[src/hdl/bxc_pkg.sv]
`timescale 1ns / 1ps

package bxc_pkg;

  localparam int unsigned KeyDepth  = 256;
  localparam int unsigned RandDepth = 16;

  localparam logic [1:0] ACT_LOAD    = 2'd0;
  localparam logic [1:0] ACT_ENCRYPT = 2'd1;
  localparam logic [1:0] ACT_DECRYPT = 2'd2;

  typedef enum logic [1:0] {
    OP_LOAD    = 2'd0,
    OP_HDR_ENC = 2'd1,
    OP_HDR_DEC = 2'd2,
    OP_DATA    = 2'd3
  } op_kind_e;

  typedef struct packed {
    op_kind_e   kind;
    logic [7:0] addr;
    logic [7:0] value;
    logic [3:0] ridx;
  } op_t;

endpackage

[src/hdl/bxc_ram.sv]
`timescale 1ns / 1ps

module bxc_ram #(
  parameter int unsigned Width = 8,
  parameter int unsigned Depth = 256
) (
  input  logic                     clk_i,
  input  logic                     we_i,
  input  logic [$clog2(Depth)-1:0] waddr_i,
  input  logic [Width-1:0]         wdata_i,
  input  logic                     re_i,
  input  logic [$clog2(Depth)-1:0] raddr_i,
  output logic [Width-1:0]         rdata_o
);

  logic [Width-1:0] mem_q [Depth];
  logic [Width-1:0] rdata_q;

  always_ff @(posedge clk_i) begin
    if (we_i) begin
      mem_q[waddr_i] <= wdata_i;
    end
    if (re_i) begin
      rdata_q <= mem_q[raddr_i];
    end
  end

  assign rdata_o = rdata_q;

endmodule

[src/hdl/block_xor_cipher_with_header_top.sv]
`timescale 1ns / 1ps
// an accepted beat passes the held-beat and execute registers into the output register
// throughput: one op and byte per cycle via the one key store read port, unless stalled
// an encrypt beat at block start issues HeaderBytes header beats before its data beat
// and stalls the input while it issues them
// reset: control, key fold and per-entry key valid bits clear at once; no clearing pass

module block_xor_cipher_with_header_top #(
  parameter int unsigned BlockBytes  = 256,
  parameter int unsigned HeaderBytes = 16
) (
  input  logic        clk_i,
  input  logic        rst_ni,
  input  logic        in_valid_i,
  output logic        in_stall_o,
  input  logic [1:0]  action_i,
  input  logic [7:0]  key_index_i,
  input  logic [7:0]  data_byte_i,
  input  logic [63:0] rand_low_i,
  input  logic [63:0] rand_high_i,
  input  logic        message_last_i,
  output logic        out_valid_o,
  input  logic        out_stall_i,
  output logic [7:0]  out_byte_o,
  output logic        is_header_o,
  output logic        run_last_o
);

  localparam int unsigned PosBits = $clog2(HeaderBytes + BlockBytes + 1);
  localparam int unsigned PosW    = (PosBits > 8) ? PosBits : 8;
  localparam int unsigned CntBits = $clog2(HeaderBytes);
  localparam int unsigned CntW    = (CntBits > 4) ? CntBits : 4;
  localparam int unsigned KeyAw   = $clog2(bxc_pkg::KeyDepth);

  // held input beat
  logic                  h_valid_q, h_valid_d;
  logic [1:0]            h_action_q;
  logic [7:0]            h_idx_q;
  logic [7:0]            h_byte_q;
  logic [15:0][7:0]      h_rand_q;
  logic                  h_last_q;
  logic [CntW-1:0]       h_cnt_q, h_cnt_d;

  // framing
  logic [PosW-1:0]       pos_q, pos_d;
  logic [CntW-1:0]       rmod_q, rmod_d;

  // issue
  bxc_pkg::op_t          op;
  logic                  op_go;
  logic                  h_done;
  logic                  in_accept;
  logic                  hdr_pos;
  logic [PosW-1:0]       data_off;
  logic [PosW-1:0]       pos_inc;
  logic                  blk_end;
  logic [CntW-1:0]       rmod_inc;

  // execute
  logic                  ex_valid_q;
  bxc_pkg::op_t          ex_q;
  logic                  ex_ready;
  logic                  ex_fire;
  logic                  ex_emits;
  logic                  key_we;
  logic [7:0]            ram_rdata;
  logic [7:0]            key_rd;
  logic                  fwd_hit_q;
  logic [7:0]            fwd_data_q;
  logic                  rd_valid_q;
  logic [bxc_pkg::KeyDepth-1:0] key_valid_q;
  logic [7:0]            fold_q  [bxc_pkg::RandDepth];
  logic [7:0]            brand_q [bxc_pkg::RandDepth];

  // output
  logic                  out_valid_q;
  logic                  out_ready;
  logic [7:0]            out_byte_q;
  logic                  out_hdr_q;
  logic                  out_last_q;

  assign out_ready = !out_valid_q || !out_stall_i;
  assign ex_emits  = (ex_q.kind == bxc_pkg::OP_HDR_ENC) || (ex_q.kind == bxc_pkg::OP_DATA);
  assign ex_fire   = ex_valid_q && (!ex_emits || out_ready);
  assign ex_ready  = !ex_valid_q || ex_fire;
  assign key_we    = ex_fire && (ex_q.kind == bxc_pkg::OP_LOAD);

  assign hdr_pos  = pos_q < PosW'(HeaderBytes);
  assign data_off = pos_q - PosW'(HeaderBytes);
  assign pos_inc  = pos_q + PosW'(1);
  assign blk_end  = h_last_q || (pos_inc == PosW'(HeaderBytes + BlockBytes));
  assign rmod_inc = (rmod_q == CntW'(HeaderBytes - 1)) ? '0 : rmod_q + CntW'(1);

  always_comb begin
    op.kind = bxc_pkg::OP_DATA;
    op.addr = data_off[7:0];
    op.value = h_byte_q;
    op.ridx = rmod_q[3:0];
    op_go   = 1'b0;
    h_done  = 1'b0;
    pos_d   = pos_q;
    rmod_d  = rmod_q;
    h_cnt_d = h_cnt_q;
    if (h_valid_q) begin
      case (h_action_q)
        bxc_pkg::ACT_LOAD: begin
          op.kind  = bxc_pkg::OP_LOAD;
          op.addr  = h_idx_q;
          op.ridx  = h_idx_q[3:0];
          op_go    = ex_ready;
          h_done   = ex_ready;
        end
        bxc_pkg::ACT_ENCRYPT, bxc_pkg::ACT_DECRYPT: begin
          if (hdr_pos && (h_action_q == bxc_pkg::ACT_ENCRYPT)) begin
            op.kind  = bxc_pkg::OP_HDR_ENC;
            op.ridx  = h_cnt_q[3:0];
            op.value = h_rand_q[h_cnt_q[3:0]];
            op_go    = ex_ready;
            if (ex_ready) begin
              if (h_cnt_q == CntW'(HeaderBytes - 1)) begin
                h_cnt_d = '0;
                pos_d   = PosW'(HeaderBytes);
              end else begin
                h_cnt_d = h_cnt_q + CntW'(1);
              end
            end
          end else if (hdr_pos) begin
            op.kind = bxc_pkg::OP_HDR_DEC;
            op.ridx = pos_q[3:0];
            op_go   = ex_ready;
            h_done  = ex_ready;
            if (ex_ready) begin
              pos_d = h_last_q ? '0 : pos_inc;
            end
          end else begin
            op_go  = ex_ready;
            h_done = ex_ready;
            if (ex_ready) begin
              pos_d  = blk_end ? '0 : pos_inc;
              rmod_d = blk_end ? '0 : rmod_inc;
            end
          end
        end
        default: begin
          h_done = 1'b1;
        end
      endcase
    end
  end

  assign in_stall_o = h_valid_q && !h_done;
  assign in_accept  = in_valid_i && !in_stall_o;

  always_comb begin
    h_valid_d = h_valid_q;
    if (in_accept) begin
      h_valid_d = 1'b1;
    end else if (h_done) begin
      h_valid_d = 1'b0;
    end
  end

  always_ff @(posedge clk_i or negedge rst_ni) begin
    if (!rst_ni) begin
      h_valid_q <= 1'b0;
      h_cnt_q   <= '0;
      pos_q     <= '0;
      rmod_q    <= '0;
    end else begin
      h_valid_q <= h_valid_d;
      h_cnt_q   <= in_accept ? '0 : h_cnt_d;
      pos_q     <= pos_d;
      rmod_q    <= rmod_d;
    end
  end

  always_ff @(posedge clk_i) begin
    if (in_accept) begin
      h_action_q <= action_i;
      h_idx_q    <= key_index_i;
      h_byte_q   <= data_byte_i;
      h_rand_q   <= {rand_high_i, rand_low_i};
      h_last_q   <= message_last_i;
    end
  end

  // key store
  bxc_ram #(
    .Width (8),
    .Depth (bxc_pkg::KeyDepth)
  ) u_key_ram (
    .clk_i   (clk_i),
    .we_i    (key_we),
    .waddr_i (ex_q.addr[KeyAw-1:0]),
    .wdata_i (ex_q.value),
    .re_i    (op_go),
    .raddr_i (op.addr[KeyAw-1:0]),
    .rdata_o (ram_rdata)
  );

  assign key_rd = fwd_hit_q ? fwd_data_q : (rd_valid_q ? ram_rdata : 8'd0);

  always_ff @(posedge clk_i or negedge rst_ni) begin
    if (!rst_ni) begin
      ex_valid_q  <= 1'b0;
      fwd_hit_q   <= 1'b0;
      rd_valid_q  <= 1'b0;
      key_valid_q <= '0;
      for (int i = 0; i < bxc_pkg::RandDepth; i++) begin
        fold_q[i] <= 8'd0;
      end
    end else begin
      if (ex_ready) begin
        ex_valid_q <= op_go;
      end
      if (op_go) begin
        fwd_hit_q  <= key_we && (ex_q.addr == op.addr);
        rd_valid_q <= key_valid_q[op.addr[KeyAw-1:0]];
      end
      if (key_we) begin
        key_valid_q[ex_q.addr[KeyAw-1:0]] <= 1'b1;
        fold_q[ex_q.addr[3:0]] <= fold_q[ex_q.addr[3:0]] ^ key_rd ^ ex_q.value;
      end
    end
  end

  always_ff @(posedge clk_i) begin
    if (op_go) begin
      ex_q       <= op;
      fwd_data_q <= ex_q.value;
    end
    if (ex_fire && (ex_q.kind == bxc_pkg::OP_HDR_ENC)) begin
      brand_q[ex_q.ridx] <= ex_q.value;
    end
    if (ex_fire && (ex_q.kind == bxc_pkg::OP_HDR_DEC)) begin
      brand_q[ex_q.ridx] <= ex_q.value ^ fold_q[ex_q.ridx];
    end
  end

  // output register
  always_ff @(posedge clk_i or negedge rst_ni) begin
    if (!rst_ni) begin
      out_valid_q <= 1'b0;
    end else if (out_ready) begin
      out_valid_q <= ex_fire && ex_emits;
    end
  end

  always_ff @(posedge clk_i) begin
    if (ex_fire && ex_emits) begin
      if (ex_q.kind == bxc_pkg::OP_HDR_ENC) begin
        out_byte_q <= fold_q[ex_q.ridx] ^ ex_q.value;
        out_hdr_q  <= 1'b1;
        out_last_q <= 1'b0;
      end else begin
        out_byte_q <= ex_q.value ^ key_rd ^ brand_q[ex_q.ridx];
        out_hdr_q  <= 1'b0;
        out_last_q <= 1'b1;
      end
    end
  end

  assign out_valid_o = out_valid_q;
  assign out_byte_o  = out_byte_q;
  assign is_header_o = out_hdr_q;
  assign run_last_o  = out_last_q;

endmodule

[config.mk]
export PLATFORM = sky130hd
export DESIGN_NAME = block_xor_cipher_with_header_top
export DESIGN_NICKNAME = d
export VERILOG_FILES = /design/src/hdl/bxc_pkg.sv /design/src/hdl/bxc_ram.sv /design/src/hdl/block_xor_cipher_with_header_top.sv
export SDC_FILE = /design/constraint.sdc
export NUM_CORES = 2
export LEC_CHECK = 0
export ABC_AREA = 1
export BUFFER_PORTS_ARGS = -buffer_cell sky130_fd_sc_hd__buf_2
export CAP_MARGIN = 20
export CELL_PAD_IN_SITES_DETAIL_PLACEMENT = 0
export CELL_PAD_IN_SITES_GLOBAL_PLACEMENT = 1
export CORE_MARGIN = 2
export CORE_UTILIZATION = 46
export CTS_CLUSTER_SIZE = 28
export DETAILED_ROUTE_END_ITERATION = 12
export GPL_ROUTABILITY_DRIVEN = 0
export PLACE_DENSITY = 0.77
export SLEW_MARGIN = 5
export SYNTH_ARGS = -nofsm -noshare
export SYNTH_HDL_FRONTEND = slang
export SYNTH_HIERARCHICAL = 1
export SYNTH_SLANG_ARGS = --single-unit
[constraint.sdc]
create_clock -name clk_i -period 4.5 [get_ports clk_i]
set_clock_uncertainty 0.15 [all_clocks]
set_input_delay 0.9 -clock clk_i [delete_from_list [all_inputs] [get_ports clk_i]]
set_output_delay 0.9 -clock clk_i [all_outputs]
set_load 0.005 [all_outputs]
# Yosys cells after proc, flatten, opt, wreduce, memory -nomap -nowiden
# Memories as Yosys holds them, arrays and structs flattened. A register that Yosys moved wholly into a read port is not among the register bits.
# Cells that the tools add are included.
# word_totals
ff_bits	593
latchBits	0
ramBits	2176
romBits	0
in_bits	151
out_inout_bits	12
wordCells	183
n_memories	2
# memory_table
name	depth	width	read_ports	rd_clocked_by_memory_dff	write_ports	line	rtl
u_key_ram.mem_q	256	8	1	1	1	bxc_ram.sv:16	logic [Width-1:0] mem_q [Depth];
brand_q	16	8	1	1	1	block_xor_cipher_with_header_top.sv:73	logic [7:0] brand_q [bxc_pkg::RandDepth];
# classes
addsub	4
multipliers	0
div_mod_pow	0
n_lt_le_gt_ge	8
eq_ne	10
n_shift	0
n_mux	61
bitwise_logic	11
reduce_logical	34
# ops
op	n
256-bit OR	1
128-bit bitwise mux	1
8-bit 2-to-1 mux	13
8-bit binary-select mux with 4-bit select	3
9-bit 2-to-1 mux	8
4-bit 2-to-1 mux	11
8-bit XOR	5
8-bit demux with 4-bit select	1
20-bit 2-to-1 mux	1
8-bit by 9-bit < comparator with 1-bit output (second input constant)	2
1-bit 2-to-1 mux	17
1-bit logical AND	11
5-bit >= comparator (second input constant)	2
4-bit NOT with 5-bit output	2
2-bit nonzero test	5
9-bit by 1-bit adder with 9-bit output (second input constant)	1
9-bit == test (second input constant)	1
9-bit by 5-bit < comparator with 1-bit output (second input constant)	1
4-bit by 1-bit adder with 4-bit output (second input constant)	2
1-bit binary-select mux with 8-bit select	1
1-bit demux with 8-bit select	1
4-bit == test (second input constant)	2
8-bit == test	1
8-bit by 1-bit >= comparator with 1-bit output (second input constant)	1
19 further kinds	34

# Longest topological paths before layout
# logic_depth
word_depth	15
depth_mapped	23
depth_no_buf	17

# Hierarchy
# Netlist, hierarchy kept.
# modules_own_cells
mod	instances	cells_per_inst	area_each_um2
bxc_ram	1	7003	83476.3
block_xor_cipher_with_header_top	1	3268	32209.6

# Worst setup path after synthesis
# No wires, ideal clock.
# synth_timing
kind	input to register
start	input out_stall_i
end	register h_action_q[0] (enable)
setup_time_ps	501
t_arrival_ps	4262
required_time_ps	3849
path_slack_ps	-413
stages	6
cell_sequence	nand3_1 > nor2_1 > inv_1 > o21a_1 > nand2_2 > inv_1
# synth_via
elab_chain_cells	12
# synth_rtl
item	line	rtl
from (decl)	block_xor_cipher_with_header_top.sv:23	input logic out_stall_i,
1-bit logical NOT (*)	block_xor_cipher_with_header_top.sv:82	assign out_ready = !out_valid_q || !out_stall_i;
1-bit logical OR (*)	block_xor_cipher_with_header_top.sv:82	
1-bit logical OR (*)	block_xor_cipher_with_header_top.sv:84	assign ex_fire = ex_valid_q && (!ex_emits || out_ready);
1-bit logical AND (*)	block_xor_cipher_with_header_top.sv:84	
1-bit logical OR (*)	block_xor_cipher_with_header_top.sv:85	assign ex_ready = !ex_valid_q || ex_fire;
1-bit 2-to-1 mux	block_xor_cipher_with_header_top.sv:114	if (hdr_pos && (h_action_q == bxc_pkg::ACT_ENCRYPT)) begin
1-bit one-hot mux with 2 select lines (*)	block_xor_cipher_with_header_top.sv:105	case (h_action_q)
1-bit 2-to-1 mux (*)	block_xor_cipher_with_header_top.sv:104	if (h_valid_q) begin
1-bit logical NOT (*)	block_xor_cipher_with_header_top.sv:151	assign in_stall_o = h_valid_q && !h_done;
1-bit logical AND (*)	block_xor_cipher_with_header_top.sv:151	
1-bit logical NOT (*)	block_xor_cipher_with_header_top.sv:152	assign in_accept = in_valid_i && !in_stall_o;
1-bit logical AND (*)	block_xor_cipher_with_header_top.sv:152	
to (signal assigned)	block_xor_cipher_with_header_top.sv:179	h_action_q <= action_i;
to (decl)	block_xor_cipher_with_header_top.sv:37	logic [1:0] h_action_q;
# Every way passes the cells marked *; elsewhere a longest branch is shown, timed or not.
# A chain may end at the register's enable or synchronous reset.

# Worst setup path after layout
# layout_timing
start	register h_action_q[0]
end	register u_key_ram.rdata_q[4] (netlist: u_key_ram/rdata_o[4]), read port of u_key_ram.mem_q (data pin)
# layout_via
elab_chain_cells	4
word_cells_on_any_way	8
# layout_rtl
item	line	rtl
2-bit by 1-bit == test with 1-bit output, or another cell as far along	block_xor_cipher_with_header_top.sv:105, block_xor_cipher_with_header_top.sv:114	
3-bit OR reduction (no line)	--	
1-bit 2-to-1 mux	--	
1-bit 2-to-1 mux	block_xor_cipher_with_header_top.sv:104	
to (decl)	bxc_ram.sv:17	logic [Width-1:0] rdata_q;
# Parallel ways exist; a longest one is shown, timed or not.

==> summary.log <==
INFO  die            coreArea=250700µm²
INFO  critical_path  endpoint_kind=flop
INFO  clock_network  max-clock-path-buffers=4
INFO  critical_path  cp_data_arrival_time=4.95ns
INFO  critical_path  worst-endpoint-required=5.14ns
INFO  global_routing global_route.usage.total=25.36%
INFO  die            initial_utilization=46.14%
INFO  detailed_routing routed-wl-met2=151600µm
INFO  sta            timing.final.max_slew_violations=0
INFO  yosys          number_of_enable_flip_flop_cells_after_synthesis=2371
INFO  clock_network  clock_sink_count=2781
INFO  yosys          asyncSetResetFlopFracSynth=14.60%
INFO  clock_network  postCtsSetupRepairBufs=0
INFO  yosys          yosysWarningCount=6
INFO  power          static-leakage-power=0.04813µW
INFO  global_routing first_global_vias=77.32k
INFO  detailed_routing met3_wirelength=30950µm
INFO  detailed_routing post_drt_via_cell_ratio=5.762
INFO  place          dp_hpwl=191000µm
INFO  clock_network  worst_setup_hold_path_clk_slew=0.06ns
INFO  clock_network  clockRootBuffer=clkbuf_16
INFO  critical_path  path_class=reg2reg
INFO  yosys          synthesis.instances=10.27k
INFO  yosys          yosys-top-cells-count=nand2_1, nand3_1, edfxtp_1
INFO  global_routing grt_first_pass_wirelength=494500µm
INFO  finish         final_cell_count_no_fill=14.04k
INFO  die            die-area=255500µm²
INFO  yosys          synth_area=115700µm²
INFO  yosys          synthMostInstantiatedCell=nand2_1
INFO  detailed_routing highest-signal-layer=met5
INFO  finish         layout-drive-gt1-share=8.358%
INFO  die            dieHeight=505.5µm
INFO  yosys          synth.ff_latch_count=2781
INFO  detailed_routing post_route_met1_wirelength=136200µm
INFO  finish         areaGrowthSynthToFinish=13.67%
INFO  die            top_level_ports=163
INFO  detailed_routing post_drt_wl_per_cell=23.47µm
INFO  global_routing antenna_found_initial=21
INFO  flow_run       cap_violations=0
INFO  sta            max_slew.worst_pin.slew=1.081ns
INFO  detailed_routing vias=80.91k
INFO  sta            final_count_of_hold_timing_violations=0
INFO  clock_network  cts_htree_levels=5
INFO  yosys          synthesis.nets=10.43k
INFO  yosys          netlist.area_leader.share=61.54%
INFO  detailed_routing drt-initial-drc-count=10.24k
INFO  yosys          syn_area_per_cell=11.26µm²
INFO  clock_network  cts-buffers-inserted=312
INFO  place          portBuffers=162
INFO  yosys          synth_seq_area_share=70.40%
INFO  yosys          synth_flop_cell=edfxtp_1
INFO  die            placement_rows=184
INFO  sta            post-route-period-util=95.72%
INFO  sta            hold_ws=0.1333ns
INFO  yosys          synth_largest_area_cell=edfxtp_1
INFO  place          placed_cells_incl_taps=13.35k
INFO  critical_path  worst-path-max-fanout=65
INFO  sta            slew_headroom=27.91%
INFO  critical_path  startpoint_type=flop
INFO  sta            final_setup_violation_count=0
INFO  clock_network  tritoncts=yes
INFO  detailed_routing drt_drc_violations_left=0
INFO  sta            period_needed=4.307ns
INFO  yosys          synth.distinct_cells=49
INFO  global_routing grt_start_max_net_pins=165
INFO  clock_network  worst_skew_pair.late_latency=0.95ns
INFO  min_path       holdCritPathClass=in2reg
INFO  detailed_routing firstDrtPassIters=6
INFO  run_status     status=complete, no violations
INFO  finish         final_net_count=10.62k
INFO  die            die-width=505.5µm
INFO  sta            clock.fmax=0.2322GHz
INFO  detailed_routing wirelength=329600µm
INFO  global_routing overflow=0
INFO  critical_path  rrSetupSlack=0.19ns
INFO  yosys          synth.top_cells.by_area=edfxtp_1, nand3_1, dfrtp_1
INFO  detailed_routing antenna_left=0
INFO  sta            rsz0062_at_grt=false
INFO  power          ir_drop=0.4710mV
INFO  power          power-per-cell-area=614.6nW/µm²
[layout by cell type, fill, tap and decap left out, types with 78 or more instances in the layout]
cell type,count
dlygate4sd3_1,149
o21ai_1,88
buf_4,193
buf_2,161
dfrtp_1,405
nand3_1,2371
o221ai_1,78
nor2_1,416
edfxtp_1,2371
clkbuf_16,317
inv_1,443
nand2_1,2586
o21ai_0,438
[report_power, final]
group          leakage (µW)  total (µW)  switching (µW)  internal [µW]
combinational        0.0163       25100           18300           6840
sequential           0.0271       31100             905          30200
clock               0.00476       24500           10000          14500
total                0.0481       80800           29200          51600
[logic make-up (layout without fill, tap and decap cells)]
family          after synthesis  in the layout  synth area share [%]
xor+xnor                     46             46                0.4002
other cells                   0             10                     0
compound gates              825            825                 4.143
buf+inv                    1151           1564                 4.412
flops                      2781           2781                 70.40
simple gates               5428           5428                 20.29
mux                          32             32                0.2769
fa+ha+maj                     8              8               0.08653
[final timing paths]
| kind | startpoint | endpoint | cells after the start |
|---|---|---|---|
| setup / recovery | h_action_q[0] | u_key_ram/rdata_o[4] | 18 |
| hold / removal | in_valid_i | h_valid_q | 3 |
| setup reg to reg | h_action_q[0] | u_key_ram/rdata_o[4] | 18 |
| hold reg to reg | key_valid_q[149] | key_valid_q[149] | 2 |
| max in group asynchronous | rst_ni | key_valid_q[226] | 3 |
| min in group asynchronous | rst_ni | out_valid_o | 2 |
[worst max-delay path: stages, from the launching register on]
cell      delay (ns)
edfxtp_1        0.42
inv_1           0.09
ha_1            0.35
nand2_4         0.25
nand2_2         0.19
nand2_8         0.16
inv_16          0.34
buf_12          0.28
buf_4           0.22
nand2_1         0.06
nand3_1         0.09
nand3_1         0.08
nand3_1         0.12
nand3_1         0.16
nand3_1         0.14
nand3_1         0.36
nand2_1         0.28
nand2_1         0.14
nand2_1         0.12
[timing repair]
| item | 4_1_cts | 5_1_grt |
|---|---|---|
| hold endpoints to repair | 243 | 0 |
| hold buffers | 149 | 0 |
| gates resized for setup | 0 | 1 |
| endpoints found under the setup margin | 0 | 7 |
[cell type report]
| cell class | instances | area [µm²] |
|---|---|---|
| flip-flops and latches | 2781 | 81440 |
| well taps | 3348 | 4189 |
| fillers | 21240 | 119200 |
| repair buffers | 571 | 5102 |
| clock inverters | 150 | 1426 |
| multi-input cells | 6339 | 29260 |
| inverters | 458 | 1757 |
| diodes | 10 | 25.02 |
| clock buffers | 385 | 8298 |
[through the flow]
stage | util, % | power, µW | worst slack [ns] | setup TNS (ns) | instance area (µm²)
2_1_floorplan | - | 47690 | -0.3065 | -40.61 | 115800
3_3_place_gp | 47.97 | 56060 | 0.1742 | 0 | 120300
3_5_place_dp | 47.97 | 56310 | 0.1761 | 0 | 120300
4_1_cts | 52.44 | 80890 | 0.1559 | 0 | 131500
5_1_grt | 52.45 | 84530 | 0.008255 | 0 | 131500
6_report | 52.45 | 80820 | 0.1928 | 0 | 131500
[sequential cells by signal (all words and copies together) (netlist names), 9 cells and up, named ones only]
signal	count
key_valid_q	256
ex_q	22
u_key_ram/mem_q	2048
h_rand_q	128
brand_q	128
fold_q	128
pos_q	9
[routing by layer]
layer | up-vias | GRT usage, %
li1 | 36490 | -
met2 | 3803 | 39.13
met4 | 4 | 8.263
met3 | 648 | 4.598
met1 | 39970 | 36.41
met5 | - | 0
Note: power is estimated with default switching activity, not from simulation.
